### src/rtl/core/name_address_cache_with_expiry_assert.svh
// assertion helpers used by the cache back end
`ifndef NAME_ADDRESS_CACHE_WITH_EXPIRY_ASSERT_SVH
`define NAME_ADDRESS_CACHE_WITH_EXPIRY_ASSERT_SVH

// same-cycle implication
`define NACE_ASSERT_NOW(label, clk, rst, ante, cons, msg) \
   label: assert property (@(posedge clk) disable iff (rst) (ante) |-> (cons)) \
      else $error(msg);

// next-cycle implication
`define NACE_ASSERT_NEXT(label, clk, rst, ante, cons, msg) \
   label: assert property (@(posedge clk) disable iff (rst) (ante) |=> (cons)) \
      else $error(msg);

`endif

### src/rtl/core/nace_pkg.sv
`default_nettype none

package nace_pkg;

   localparam int ENTRIES_DEFAULT      = 8;
   localparam int MAX_NAME_LEN_DEFAULT = 64;

   localparam int KEY_W   = 64;
   localparam int ADDR_W  = 32;
   localparam int TIME_W  = 32;
   localparam int LEN_W   = 10;
   localparam int KIND_W  = 2;
   localparam int SLOT_W  = 6;

   localparam int QUEUE_DEPTH = 2;

   localparam int CSR_ADDR_W = 3;
   localparam int CSR_DATA_W = 32;

   localparam logic [TIME_W-1:0] MAX_AGE_RESET = 32'd300;
   localparam logic [TIME_W-1:0] STAMP_START   = 32'hffff_ffff;

   localparam logic [KIND_W-1:0] KIND_LOOKUP = 2'd0;
   localparam logic [KIND_W-1:0] KIND_INSERT = 2'd1;
   localparam logic [KIND_W-1:0] KIND_CLEAR  = 2'd2;

   localparam logic REG_MAX_AGE = 1'b0;

   typedef enum logic [1:0] {
      OP_NONE,
      OP_LOOKUP,
      OP_INSERT,
      OP_CLEAR
   } op_kind_type;

   typedef enum logic [2:0] {
      ST_IDLE,
      ST_LOOK,
      ST_SCAN,
      ST_WRITE,
      ST_DONE
   } back_state_type;

   typedef struct packed {
      logic [KIND_W-1:0] kind;
      logic [KEY_W-1:0]  name_key;
      logic [LEN_W-1:0]  name_length;
      logic [ADDR_W-1:0] new_address;
      logic [TIME_W-1:0] now;
   } req_word_type;

   typedef struct packed {
      logic              hit;
      logic [ADDR_W-1:0] address;
      logic              stored;
      logic [SLOT_W-1:0] slot;
   } rsp_word_type;

   typedef struct packed {
      op_kind_type       op;
      logic              keep;
      logic [KEY_W-1:0]  key;
      logic [ADDR_W-1:0] address;
      logic [TIME_W-1:0] now;
   } op_word_type;

endpackage

`default_nettype wire

### src/rtl/core/nace_front.sv
`default_nettype none

module nace_front #(
   parameter int MAX_NAME_LEN = nace_pkg::MAX_NAME_LEN_DEFAULT
) (
   input  wire                  clock,
   input  wire                  reset,
   input  wire                  req_valid,
   output logic                 req_ready,
   input  nace_pkg::req_word_type req_data,
   output logic                 op_valid,
   input  wire                  op_ready,
   output nace_pkg::op_word_type op_word
);

   localparam logic [nace_pkg::LEN_W-1:0] LEN_LIMIT = nace_pkg::LEN_W'(MAX_NAME_LEN - 1);

   nace_pkg::op_word_type op_class;
   nace_pkg::op_word_type hold_ff, hold_in;
   logic                  hold_valid_ff, hold_valid_in;
   logic                  len_short;
   logic                  accept;

   // classify the incoming word
   always_comb begin
      len_short        = req_data.name_length < LEN_LIMIT;
      op_class.key     = req_data.name_key;
      op_class.address = req_data.new_address;
      op_class.now     = req_data.now;
      op_class.keep    = req_data.name_length != '0;
      case (req_data.kind)
         nace_pkg::KIND_LOOKUP: begin
            op_class.op = (op_class.keep && len_short) ? nace_pkg::OP_LOOKUP : nace_pkg::OP_NONE;
         end
         nace_pkg::KIND_INSERT: begin
            op_class.op = len_short ? nace_pkg::OP_INSERT : nace_pkg::OP_NONE;
         end
         nace_pkg::KIND_CLEAR: begin
            op_class.op = nace_pkg::OP_CLEAR;
         end
         default: begin
            op_class.op = nace_pkg::OP_NONE;
         end
      endcase
   end

   assign req_ready = !hold_valid_ff || op_ready;
   assign accept    = req_valid && req_ready;

   always_comb begin
      hold_valid_in = accept ? 1'b1 : (op_ready ? 1'b0 : hold_valid_ff);
      hold_in       = accept ? op_class : hold_ff;
   end

   always_ff @(posedge clock) begin
      if (reset) begin
         hold_valid_ff <= 1'b0;
      end else begin
         hold_valid_ff <= hold_valid_in;
      end
      hold_ff <= hold_in;
   end

   assign op_valid = hold_valid_ff;
   assign op_word  = hold_ff;

endmodule

`default_nettype wire

### src/rtl/core/nace_queue.sv
`default_nettype none

module nace_queue (
   input  wire                   clock,
   input  wire                   reset,
   input  wire                   push_valid,
   output logic                  push_ready,
   input  nace_pkg::op_word_type push_word,
   output logic                  pop_valid,
   input  wire                   pop_ready,
   output nace_pkg::op_word_type pop_word
);

   localparam int DEPTH = nace_pkg::QUEUE_DEPTH;
   localparam int PTR_W = (DEPTH > 1) ? $clog2(DEPTH) : 1;
   localparam int CNT_W = $clog2(DEPTH + 1);
   localparam logic [PTR_W-1:0] LAST_PTR = PTR_W'(DEPTH - 1);
   localparam logic [CNT_W-1:0] FULL_CNT = CNT_W'(DEPTH);

   nace_pkg::op_word_type slot_ff [DEPTH];
   logic [PTR_W-1:0]      wr_ptr_ff, wr_ptr_in;
   logic [PTR_W-1:0]      rd_ptr_ff, rd_ptr_in;
   logic [CNT_W-1:0]      count_ff, count_in;
   logic                  push, pop;

   assign push_ready = count_ff != FULL_CNT;
   assign pop_valid  = count_ff != '0;
   assign pop_word   = slot_ff[rd_ptr_ff];
   assign push       = push_valid && push_ready;
   assign pop        = pop_ready && pop_valid;

   always_comb begin
      wr_ptr_in = wr_ptr_ff;
      rd_ptr_in = rd_ptr_ff;
      count_in  = count_ff;
      if (push) begin
         wr_ptr_in = (wr_ptr_ff == LAST_PTR) ? '0 : wr_ptr_ff + 1'b1;
      end
      if (pop) begin
         rd_ptr_in = (rd_ptr_ff == LAST_PTR) ? '0 : rd_ptr_ff + 1'b1;
      end
      if (push && !pop) begin
         count_in = count_ff + 1'b1;
      end else if (pop && !push) begin
         count_in = count_ff - 1'b1;
      end
   end

   always_ff @(posedge clock) begin
      if (reset) begin
         wr_ptr_ff <= '0;
         rd_ptr_ff <= '0;
         count_ff  <= '0;
      end else begin
         wr_ptr_ff <= wr_ptr_in;
         rd_ptr_ff <= rd_ptr_in;
         count_ff  <= count_in;
      end
   end

   always_ff @(posedge clock) begin
      if (push) begin
         slot_ff[wr_ptr_ff] <= push_word;
      end
   end

endmodule

`default_nettype wire

### src/rtl/core/nace_back.sv
`default_nettype none
`include "name_address_cache_with_expiry_assert.svh"

module nace_back #(
   parameter int ENTRIES = nace_pkg::ENTRIES_DEFAULT
) (
   input  wire                          clock,
   input  wire                          reset,
   input  wire [nace_pkg::TIME_W-1:0]   max_age,
   input  wire                          pop_valid,
   output logic                         pop_ready,
   input  nace_pkg::op_word_type        pop_word,
   output logic                         rsp_valid,
   input  wire                          rsp_ready,
   output nace_pkg::rsp_word_type       rsp_data
);

   localparam int IDX_W = (ENTRIES > 1) ? $clog2(ENTRIES) : 1;
   localparam logic [IDX_W-1:0] LAST_IDX = IDX_W'(ENTRIES - 1);

   nace_pkg::back_state_type state_ff, state_in;
   nace_pkg::op_word_type    op_ff;

   logic [ENTRIES-1:0]          entry_valid_ff, entry_valid_in;
   logic [nace_pkg::KEY_W-1:0]  entry_key_ff     [ENTRIES];
   logic [nace_pkg::ADDR_W-1:0] entry_address_ff [ENTRIES];
   logic [nace_pkg::TIME_W-1:0] entry_stamp_ff   [ENTRIES];

   logic [ENTRIES-1:0]          hit_vec_ff, hit_vec_in;
   logic [ENTRIES-1:0]          stale_vec_ff, stale_vec_in;
   logic [IDX_W-1:0]            idx_ff, idx_in;
   logic [IDX_W-1:0]            victim_ff, victim_in;
   logic [nace_pkg::TIME_W-1:0] oldest_ff, oldest_in;

   logic                        rsp_valid_ff, rsp_valid_in;
   nace_pkg::rsp_word_type      rsp_word_ff, rsp_word_in;

   logic                        out_free;
   logic                        pop_fire;
   logic                        any_free;
   logic [IDX_W-1:0]            first_free;
   logic [IDX_W-1:0]            hit_idx;
   logic                        rsp_load;
   logic                        entry_we;
   logic                        valid_clear;
   logic                        valid_kill;
   logic                        scan_older;
   logic [nace_pkg::TIME_W-1:0] lane_limit [ENTRIES];

   assign out_free   = !rsp_valid_ff || rsp_ready;
   assign pop_fire   = (state_ff == nace_pkg::ST_IDLE) && pop_valid;
   assign any_free   = ~&entry_valid_ff;
   assign scan_older = entry_stamp_ff[idx_ff] < oldest_ff;

   // first empty entry
   always_comb begin
      first_free = '0;
      for (int i = ENTRIES - 1; i >= 0; i--) begin
         if (!entry_valid_ff[i]) begin
            first_free = IDX_W'(i);
         end
      end
   end

   // per-entry key match and freshness
   always_comb begin
      for (int i = 0; i < ENTRIES; i++) begin
         lane_limit[i]   = entry_stamp_ff[i] + max_age;
         hit_vec_in[i]   = entry_valid_ff[i] && (entry_key_ff[i] == pop_word.key) &&
                           (lane_limit[i] > pop_word.now);
         stale_vec_in[i] = entry_valid_ff[i] && (entry_key_ff[i] == pop_word.key) &&
                           !(lane_limit[i] > pop_word.now);
      end
   end

   // last fresh match wins
   always_comb begin
      hit_idx = '0;
      for (int i = 0; i < ENTRIES; i++) begin
         if (hit_vec_ff[i]) begin
            hit_idx = IDX_W'(i);
         end
      end
   end

   // next state
   always_comb begin
      state_in = state_ff;
      case (state_ff)
         nace_pkg::ST_IDLE: begin
            if (pop_valid) begin
               case (pop_word.op)
                  nace_pkg::OP_LOOKUP: state_in = nace_pkg::ST_LOOK;
                  nace_pkg::OP_INSERT: state_in = any_free ? nace_pkg::ST_WRITE : nace_pkg::ST_SCAN;
                  default:             state_in = nace_pkg::ST_DONE;
               endcase
            end
         end
         nace_pkg::ST_SCAN: begin
            if (idx_ff == LAST_IDX) begin
               state_in = nace_pkg::ST_WRITE;
            end
         end
         nace_pkg::ST_LOOK, nace_pkg::ST_WRITE, nace_pkg::ST_DONE: begin
            if (out_free) begin
               state_in = nace_pkg::ST_IDLE;
            end
         end
         default: begin
            state_in = nace_pkg::ST_IDLE;
         end
      endcase
   end

   // outputs of the sequencer
   always_comb begin
      pop_ready   = 1'b0;
      rsp_load    = 1'b0;
      entry_we    = 1'b0;
      valid_clear = 1'b0;
      valid_kill  = 1'b0;
      rsp_word_in = '0;
      case (state_ff)
         nace_pkg::ST_IDLE: begin
            pop_ready = 1'b1;
         end
         nace_pkg::ST_LOOK: begin
            if (out_free) begin
               rsp_load    = 1'b1;
               valid_kill  = 1'b1;
               rsp_word_in.hit = |hit_vec_ff;
               if (|hit_vec_ff) begin
                  rsp_word_in.address = entry_address_ff[hit_idx];
                  rsp_word_in.slot    = nace_pkg::SLOT_W'(hit_idx);
               end
            end
         end
         nace_pkg::ST_WRITE: begin
            if (out_free) begin
               rsp_load           = 1'b1;
               entry_we           = 1'b1;
               rsp_word_in.stored = op_ff.keep;
               if (op_ff.keep) begin
                  rsp_word_in.slot = nace_pkg::SLOT_W'(victim_ff);
               end
            end
         end
         nace_pkg::ST_DONE: begin
            if (out_free) begin
               rsp_load    = 1'b1;
               valid_clear = op_ff.op == nace_pkg::OP_CLEAR;
            end
         end
         default: begin
            pop_ready = 1'b0;
         end
      endcase
   end

   always_comb begin
      idx_in    = idx_ff;
      victim_in = victim_ff;
      oldest_in = oldest_ff;
      if (pop_fire) begin
         idx_in    = '0;
         victim_in = first_free;
         oldest_in = nace_pkg::STAMP_START;
      end else if (state_ff == nace_pkg::ST_SCAN) begin
         if (idx_ff != LAST_IDX) begin
            idx_in = idx_ff + 1'b1;
         end
         if (scan_older) begin
            victim_in = idx_ff;
            oldest_in = entry_stamp_ff[idx_ff];
         end
      end
   end

   always_comb begin
      entry_valid_in = entry_valid_ff;
      if (valid_clear) begin
         entry_valid_in = '0;
      end
      if (valid_kill) begin
         entry_valid_in = entry_valid_in & ~stale_vec_ff;
      end
      if (entry_we) begin
         entry_valid_in[victim_ff] = op_ff.keep;
      end
   end

   always_comb begin
      rsp_valid_in = rsp_load ? 1'b1 : (rsp_ready ? 1'b0 : rsp_valid_ff);
   end

   always_ff @(posedge clock) begin
      if (reset) begin
         state_ff       <= nace_pkg::ST_IDLE;
         entry_valid_ff <= '0;
         rsp_valid_ff   <= 1'b0;
      end else begin
         state_ff       <= state_in;
         entry_valid_ff <= entry_valid_in;
         rsp_valid_ff   <= rsp_valid_in;
      end
   end

   always_ff @(posedge clock) begin
      idx_ff    <= idx_in;
      victim_ff <= victim_in;
      oldest_ff <= oldest_in;
      if (pop_fire) begin
         op_ff        <= pop_word;
         hit_vec_ff   <= hit_vec_in;
         stale_vec_ff <= stale_vec_in;
      end
      if (rsp_load) begin
         rsp_word_ff <= rsp_word_in;
      end
      if (entry_we) begin
         entry_key_ff[victim_ff]     <= op_ff.key;
         entry_address_ff[victim_ff] <= op_ff.address;
         entry_stamp_ff[victim_ff]   <= op_ff.now;
      end
   end

   assign rsp_valid = rsp_valid_ff;
   assign rsp_data  = rsp_word_ff;

   `NACE_ASSERT_NOW(a_scan_only_when_full, clock, reset, state_ff == nace_pkg::ST_SCAN, &entry_valid_ff, "victim scan with a free entry")
   `NACE_ASSERT_NOW(a_miss_is_zero, clock, reset, rsp_valid_ff && !rsp_word_ff.hit, rsp_word_ff.address == '0, "miss carries an address")
   `NACE_ASSERT_NOW(a_hit_xor_store, clock, reset, rsp_valid_ff, !(rsp_word_ff.hit && rsp_word_ff.stored), "hit and stored together")
   `NACE_ASSERT_NEXT(a_store_sets_valid, clock, reset, entry_we && op_ff.keep, entry_valid_ff[$past(victim_ff)], "stored entry left invalid")

endmodule

`default_nettype wire

### src/rtl/core/name_address_cache_with_expiry.sv
// lookup, clear and insert with a free entry: the request word passes the front hold register,
// the queue slot and the back-end sequencer before the result register
// the back-end sequencer pops a word, executes it once the result register is free, then returns to idle
// a full-cache insert also holds the back end in a scan over every entry for the oldest stamp
// reset: empties the cache (entry valid bits), the queue and the result register, max_age = 300
`default_nettype none

module name_address_cache_with_expiry #(
   parameter int ENTRIES      = nace_pkg::ENTRIES_DEFAULT,
   parameter int MAX_NAME_LEN = nace_pkg::MAX_NAME_LEN_DEFAULT
) (
   input  wire                              clock,
   input  wire                              reset,
   input  wire                              req_valid,
   output logic                             req_ready,
   input  nace_pkg::req_word_type           req_data,
   output logic                             rsp_valid,
   input  wire                              rsp_ready,
   output nace_pkg::rsp_word_type           rsp_data,
   input  wire                              psel,
   input  wire                              penable,
   input  wire                              pwrite,
   input  wire [nace_pkg::CSR_ADDR_W-1:0]   paddr,
   input  wire [nace_pkg::CSR_DATA_W-1:0]   pwdata,
   output logic [nace_pkg::CSR_DATA_W-1:0]  prdata,
   output logic                             pready
);

   logic [nace_pkg::TIME_W-1:0] max_age_ff, max_age_in;
   logic                        csr_write;

   logic                  front_valid, front_ready;
   nace_pkg::op_word_type front_word;
   logic                  queue_valid, queue_ready;
   nace_pkg::op_word_type queue_word;

   assign pready    = 1'b1;
   assign csr_write = psel && penable && pwrite && pready;

   always_comb begin
      max_age_in = max_age_ff;
      if (csr_write && (paddr[2] == nace_pkg::REG_MAX_AGE)) begin
         max_age_in = pwdata;
      end
      prdata = (paddr[2] == nace_pkg::REG_MAX_AGE) ? max_age_ff : '0;
   end

   always_ff @(posedge clock) begin
      if (reset) begin
         max_age_ff <= nace_pkg::MAX_AGE_RESET;
      end else begin
         max_age_ff <= max_age_in;
      end
   end

   nace_front #(
      .MAX_NAME_LEN (MAX_NAME_LEN)
   ) u_front (
      .clock     (clock),
      .reset     (reset),
      .req_valid (req_valid),
      .req_ready (req_ready),
      .req_data  (req_data),
      .op_valid  (front_valid),
      .op_ready  (front_ready),
      .op_word   (front_word)
   );

   nace_queue u_queue (
      .clock      (clock),
      .reset      (reset),
      .push_valid (front_valid),
      .push_ready (front_ready),
      .push_word  (front_word),
      .pop_valid  (queue_valid),
      .pop_ready  (queue_ready),
      .pop_word   (queue_word)
   );

   nace_back #(
      .ENTRIES (ENTRIES)
   ) u_back (
      .clock     (clock),
      .reset     (reset),
      .max_age   (max_age_ff),
      .pop_valid (queue_valid),
      .pop_ready (queue_ready),
      .pop_word  (queue_word),
      .rsp_valid (rsp_valid),
      .rsp_ready (rsp_ready),
      .rsp_data  (rsp_data)
   );

endmodule

`default_nettype wire
### config.mk
export PLATFORM = sky130hd
export DESIGN_NAME = name_address_cache_with_expiry
export DESIGN_NICKNAME = d
export VERILOG_FILES = /design/src/rtl/core/nace_pkg.sv /design/src/rtl/core/nace_front.sv /design/src/rtl/core/nace_queue.sv /design/src/rtl/core/nace_back.sv /design/src/rtl/core/name_address_cache_with_expiry.sv
export VERILOG_INCLUDE_DIRS = /design/src /design/src/rtl/core
export SDC_FILE = /design/constraint.sdc
export NUM_CORES = 2
export LEC_CHECK = 0
export ABC_AREA = 1
export BUFFER_PORTS_ARGS = -buffer_cell sky130_fd_sc_hd__buf_4
export CORE_MARGIN = 8
export CORE_UTILIZATION = 49
export CTS_BUF_LIST = sky130_fd_sc_hd__clkbuf_4 sky130_fd_sc_hd__clkbuf_8 sky130_fd_sc_hd__clkbuf_16
export DETAILED_ROUTE_END_ITERATION = 12
export GPL_TIMING_DRIVEN = 0
export MAX_ROUTING_LAYER = met4
export PLACE_DENSITY = 0.75
export SYNTH_ARGS = -nofsm -noshare
export SYNTH_HDL_FRONTEND = slang
export SYNTH_SLANG_ARGS = --single-unit
### constraint.sdc
create_clock -name clock -period 15.7 [get_ports clock]
set_input_delay 2.355 -clock clock [delete_from_list [all_inputs] [get_ports clock]]
set_output_delay 2.355 -clock clock [all_outputs]
set_load 0.1 [all_outputs]
[Word-level counts from Yosys, hierarchy flattened]
Memory sizes are Yosys's and may differ from the RTL's. A register that Yosys moved wholly into a read port is not among the register bits.
Index checks and enable logic that the tools add are counted.
Word-level totals
  output and inout bits: 75
  input port bits: 182
  memories: 4
  register bits: 373
  logic and storage cells: 212
  memory bits (writable): 1286
Memories
  u_back.entry_key_ff: words 8, width 64, rd ports 8, clocked after memory_dff 0, wr ports 1, line nace_back.sv:25  | logic [nace_pkg::KEY_W-1:0] entry_key_ff [ENTRIES];
  u_queue.slot_ff: words 2, width 131, rd ports 1, clocked after memory_dff 1, wr ports 1, line nace_queue.sv:20  | nace_pkg::op_word_type slot_ff [DEPTH];
  u_back.entry_address_ff: words 8, width 32, rd ports 1, clocked after memory_dff 1, wr ports 1, line nace_back.sv:26  | logic [nace_pkg::ADDR_W-1:0] entry_address_ff [ENTRIES];
  u_back.entry_stamp_ff: words 8, width 32, rd ports 9, clocked after memory_dff 1, wr ports 1, line nace_back.sv:27  | logic [nace_pkg::TIME_W-1:0] entry_stamp_ff [ENTRIES];
Operators by class
  order comparisons: 12
  reductions and logical operators: 69
  mux-type cells: 62
  eq/ne operators: 23
  $add $sub $neg: 13
  bitwise operators: 3
Operator list (number)
  $eq 64x64->1: 8
  $add 32x32->32: 8
  $gt 32x32->1: 8
  $mux 3: 23
  $logic_and 1x1->1: 35
  $lt 32x32->1: 1
  $mux 32: 1
  $mux 8: 3
  $mux 1: 23
  $logic_not 1->1: 13
  $pmux 6 s2: 1
  $reduce_bool 2->1: 6
  $lt 10x6->1 const B: 1
  $mux 2: 5
  $reduce_and 2->1: 5
  $reduce_bool 10->1: 1
  $pmux 3 s3: 1
  $and 8x8->8: 1
  $bwmux 8: 1
  $not 8->8: 1
  $reduce_and 8->1: 1
  $reduce_or 8->1: 1
  $eq 2x2->1 const B: 3
  $eq 3x2->1 const B: 2
  22 further kinds: 29

[Depth between registers and ports, before layout]
  word-level depth: 10
  depth in mapped cells: 25
  gate-level depth less buffers: 25

[Cells and area by module]
From an unflattened synthesis, not the netlist that was laid out.
Second synthesis, totals
  cell total of the unflattened synthesis: 7402
  area total of the unflattened synthesis: 84048.1 um2
Modules (own cells, without submodules)
  nace_back: sequential area each 37365.8 um2, area each 68174.1 um2, cells an instance 6520, times used 1
  nace_queue: sequential area each 7967.6 um2, area each 10067.2 um2, cells an instance 445, times used 1
  nace_front: sequential area each 3953.8 um2, area each 4092.7 um2, cells an instance 162, times used 1
  name_address_cache_with_expiry: sequential area each 640.6 um2, area each 1714.1 um2, cells an instance 275, times used 1

[Least setup slack after synthesis]
OpenSTA, ideal clock, no wires.
  path kind: input-to-reg
  start: input port rsp_ready
  end: register u_back.entry_valid_ff[4]
  arrival time: 11975 ps
  setup slack: 3226 ps
  stages: 7
  library setup time: 499 ps
  required time: 15201 ps
  path buffers: 0
  cells stage by stage: nor2_1 inv_1 nand2_1 inv_1 nand2_1 nor3_1 a211oi_1
On the way
  cells in the longest elaborated chain, start to end: 8
  elaborated cells on any way between the ends: 11
  classes of those cells: 9 x mux; 1 x bitwise; 1 x reduce/logical
RTL lines
  from (decl): line name_address_cache_with_expiry.sv:18  | input wire rsp_ready,
  $logic_or 1x1->1 *: line nace_back.sv:50  | assign out_free = !rsp_valid_ff || rsp_ready;
  $mux 1: line nace_back.sv:149  | if (out_free) begin
  $mux 1: line nace_back.sv:123  | case (state_ff)
  $mux 8: line nace_back.sv:181  | if (valid_clear) begin
  $and 8x8->8: line nace_back.sv:185  | entry_valid_in = entry_valid_in & ~stale_vec_ff;
  $mux 8: line nace_back.sv:184  | if (valid_kill) begin
  $bwmux 8: line nace_back.sv:188  | entry_valid_in[victim_ff] = op_ff.keep;
  $mux 8 *: line nace_back.sv:187  | if (entry_we) begin
  to (signal assigned): line nace_back.sv:203  | entry_valid_ff <= entry_valid_in;
  to (decl): line nace_back.sv:24  | logic [ENTRIES-1:0] entry_valid_ff, entry_valid_in;
Every way passes the cells marked *; elsewhere a longest branch is shown, timed or not.
A chain may end at the register's enable or synchronous reset.

[Final worst setup path]
  start: input port paddr[2] in the netlist's numbering
  end: output port prdata[18] in the netlist's numbering
On the way
  cells in the longest elaborated chain, start to end: 1
RTL lines
  from (decl): line name_address_cache_with_expiry.sv:23  | input wire [nace_pkg::CSR_ADDR_W-1:0] paddr,
  $mux 32: line name_address_cache_with_expiry.sv:45  | prdata = (paddr[2] == nace_pkg::REG_MAX_AGE) ? max_age_ff : '0;
  to (decl): line name_address_cache_with_expiry.sv:25  | output logic [nace_pkg::CSR_DATA_W-1:0] prdata,
Every way passes these cells.

==> results.tsv <==
stage	metric	value	unit
floorplanning	die_x	428.2	um
critical_path	required	13.35	ns
layout	fill_cells	13970	
synthesis	synth_area_leaders	edfxtp_1, ha_1, nand2_1, o21ai_0, nor2_1	
grt	grt_usage	32.70	%
timing	setup_viol	0	
layout	area_delta_synth_final	14.47	%
power	peakVddDrop	0.1163	mV
power	pwr_density_cell	161.3	mW/mm^2
power	p_int	0.009477	W
cts	post_cts_buffers	0	
power	p_comb_share	30.7	%
cts	cts_max_path_buffers	3	
placed_design	port_buffers	249	
synthesis	avgSynthCellArea	11.19	um^2
power	total_power	0.01538	W
placed_design	place_congestion	1.061	
power	power_frac_seq	41.3	%
synthesis	synth_warnings	0	
outcome	outcome	finished clean	
routing	drt-total-wl	301600	um
synthesis	synthDistinctLibCells	56	
routing	dr.pass1.iters	6	
grt	first_global_vias	59140	
synthesis	synth_async_sr_flop_share	0	%
timing	worstMarginPinSlew	1.375	ns
grt	overflow	0	
power	power_leakage	36.50	nW
power	clkPwrFrac	27.9	%
timing	clock_skew	0.04344	ns
power	p_sw_share	38.37	%
layout	nNetsFinal	8684	
grt	grt_pass1_wl	424200	um
floorplanning	die_y	428.2	um
critical_path	timing.rr.start	max_age_ff[1]	
synthesis	ys_seq_area_share	59.97	%
timing	rsz0062_at_grt	no	
synthesis	yosys-top-cells-count	edfxtp_1, nand2_1, nor2_1	
hold_path	hold_class	register to register	
power	switchingPower	0.005900	W
cts	clk_pin_slew	0.06	ns
routing	ant_nets	0	
synthesis	yosysTopAreaCellShare	57.85	%
routing	vias	62100	
floorplanning	io_pins	257	
timing	holdWs	0.4331	ns
timing	period_share	41.65	%
routing	routed_via_density	6.010	
critical_path	startpoint	paddr[2]	
routing	drc	0	
cts	cts_buffers	176	
layout	fin_cells	10330	
synthesis	yosysTopAreaCell	edfxtp_1	
cts	clock_latency	0.84	ns
cts	cts_max_level	4	
synthesis	synth_flop_cell	edfxtp_1	
cts	tritoncts	done	
critical_path	cp-start-kind	input port	
floorplanning	core	0.1691	mm^2
synthesis	synth_seq_cells	1692	
critical_path	arrival	4.18	ns
placed_design	dp_hpwl	230900	um
critical_path	critPathKind	input port to output port	
cts	clockRootBuffer	clkbuf_16	
floorplanning	num_rows	151	
critical_path	critPathMaxFanout	10	
job	cap_violations	0	
routing	wire_per_inst	29.19	um
placed_design	dp_cells	9994	
synthesis	postSynthCellCount	7439	
routing	drt_iter0_markers	7332	
layout	drive_gt1_share	10.64	%
synthesis	synth-edff-count	1604	
critical_path	worstSetupEndpointType	output port	
timing	drv_slew	0	
grt	grt_max_degree	99	
grt	grt_antenna_before_repair	13	
synthesis	netlist_area	0.08325	mm^2
timing	hold_viol_final	0	
timing	max_slew_margin	7.492	%
cts	cts.repair.resized	0	
floorplanning	initial_core_util	49.24	%
timing	period_needed	6.539	ns
timing	max_freq	152.9	MHz
cts	ctsHoldBuffers	0	
cts	clock-sinks	1692	
synthesis	yosysMostFrequentCell	edfxtp_1	
hold_path	hp-start	u_front.op_word[4]	
floorplanning	die_area	0.1834	mm^2
## kinds of logic after synthesis
group / synth area share, %
flops: 59.97
compound gates: 11.30
simple gates: 12.15
xor+xnor: 4.881
other cells: 0.009020
buf+inv: 3.381
fa+ha+maj: 8.308
## metal layers
layer	track usage [%]	vias to the layer above	part of all wire, %
li1	-	27990	-
met3	4.383	750	7.3
met1	40.61	30220	39
met2	51.18	3138	46
met4	19.96	0	7.6
met5	-	-	0
## stage by stage
| stage | setup WS [ns] | utilization, % | instance area [um^2] | setup TNS [ns] |
|---|---|---|---|---|
| 4_1_cts | 9.255 | 56.34 | 95270 | 0 |
| 6_report | 9.161 | 56.36 | 95300 | 0 |
| 2_1_floorplan | 3.226 | - | 83260 | 0 |
| 3_3_place_gp | -5.214 | 51.99 | 87910 | -1753.46 |
| 3_5_place_dp | 9.262 | 52.82 | 89310 | 0 |
| 5_1_grt | 9.093 | 56.36 | 95300 | 0 |
## worst max-delay path, stage by stage
cell	delay [ns]
clkbuf_1	0.72
clkbuf_1	0.71
nor2_1	0.12
buf_4	0.27
## layout by cell type (no fill, tap or decap), types with 63 or more instances in the layout
cell          n
xor2_1      249
nor3_1       68
nand2_1    1036
clkbuf_1    113
nor2_1      792
edfxtp_1   1604
dfxtp_1      88
o22ai_1     175
xnor2_1     215
buf_4       273
ha_1        540
a31oi_1      63
a21oi_1     472
nand4_1     102
clkbuf_16   180
inv_1       477
nand3_1     225
o21ai_0     570
## final timing paths
check                                               to  depth (start not counted)  slack [ns]
worst min-delay path             u_queue.slot_ff[0][4]                          0        0.43
worst max-delay path                        prdata[18]                          4        9.16
worst max register to register  u_back.stale_vec_ff[3]                         20        9.23
worst min register to register   u_queue.slot_ff[0][4]                          0        0.43
## power groups by stage
stage	Combinational [W]	Sequential [W]	Clock (W)
floorplan	0.00245	0.00637	0
global placement	0.00442	0.00649	0
detailed placement	0.00463	0.00642	0
CTS	0.00466	0.00633	0.00433
global route	0.00502	0.00636	0.00450
finish	0.00472	0.00636	0.00430
## layout make-up
type,count,area [um^2],area share [%]
buffer,183,865.8,0.9085
tap,2218,2775,2.912
multi-input combinational,5047,30670,32.18
antenna,14,35.03,0.03676
clock buffer,213,4752,4.986
clock inverter,112,1204,1.263
timing repair buffer,335,3083,3.235
sequential,1692,49930,52.39
inverter,519,1993,2.091
## state kept, by name, summed over array words and instances (netlist names), 2 cells and up, named ones only
signal,flops
u_back.entry_key_ff,512
u_back.op_ff,131
u_back.state_ff,3
u_back.entry_address_ff,256
u_back.oldest_ff,32
max_age_ff,32
u_front.op_word,131
u_back.entry_valid_ff,8
u_queue.slot_ff,262
u_back.rsp_data,37
u_back.entry_stamp_ff,256
u_back.stale_vec_ff,8
u_back.idx_ff,3
u_back.hit_vec_ff,8
u_back.victim_ff,3
u_queue.count_ff,2
(Power assumes the default switching activity.)
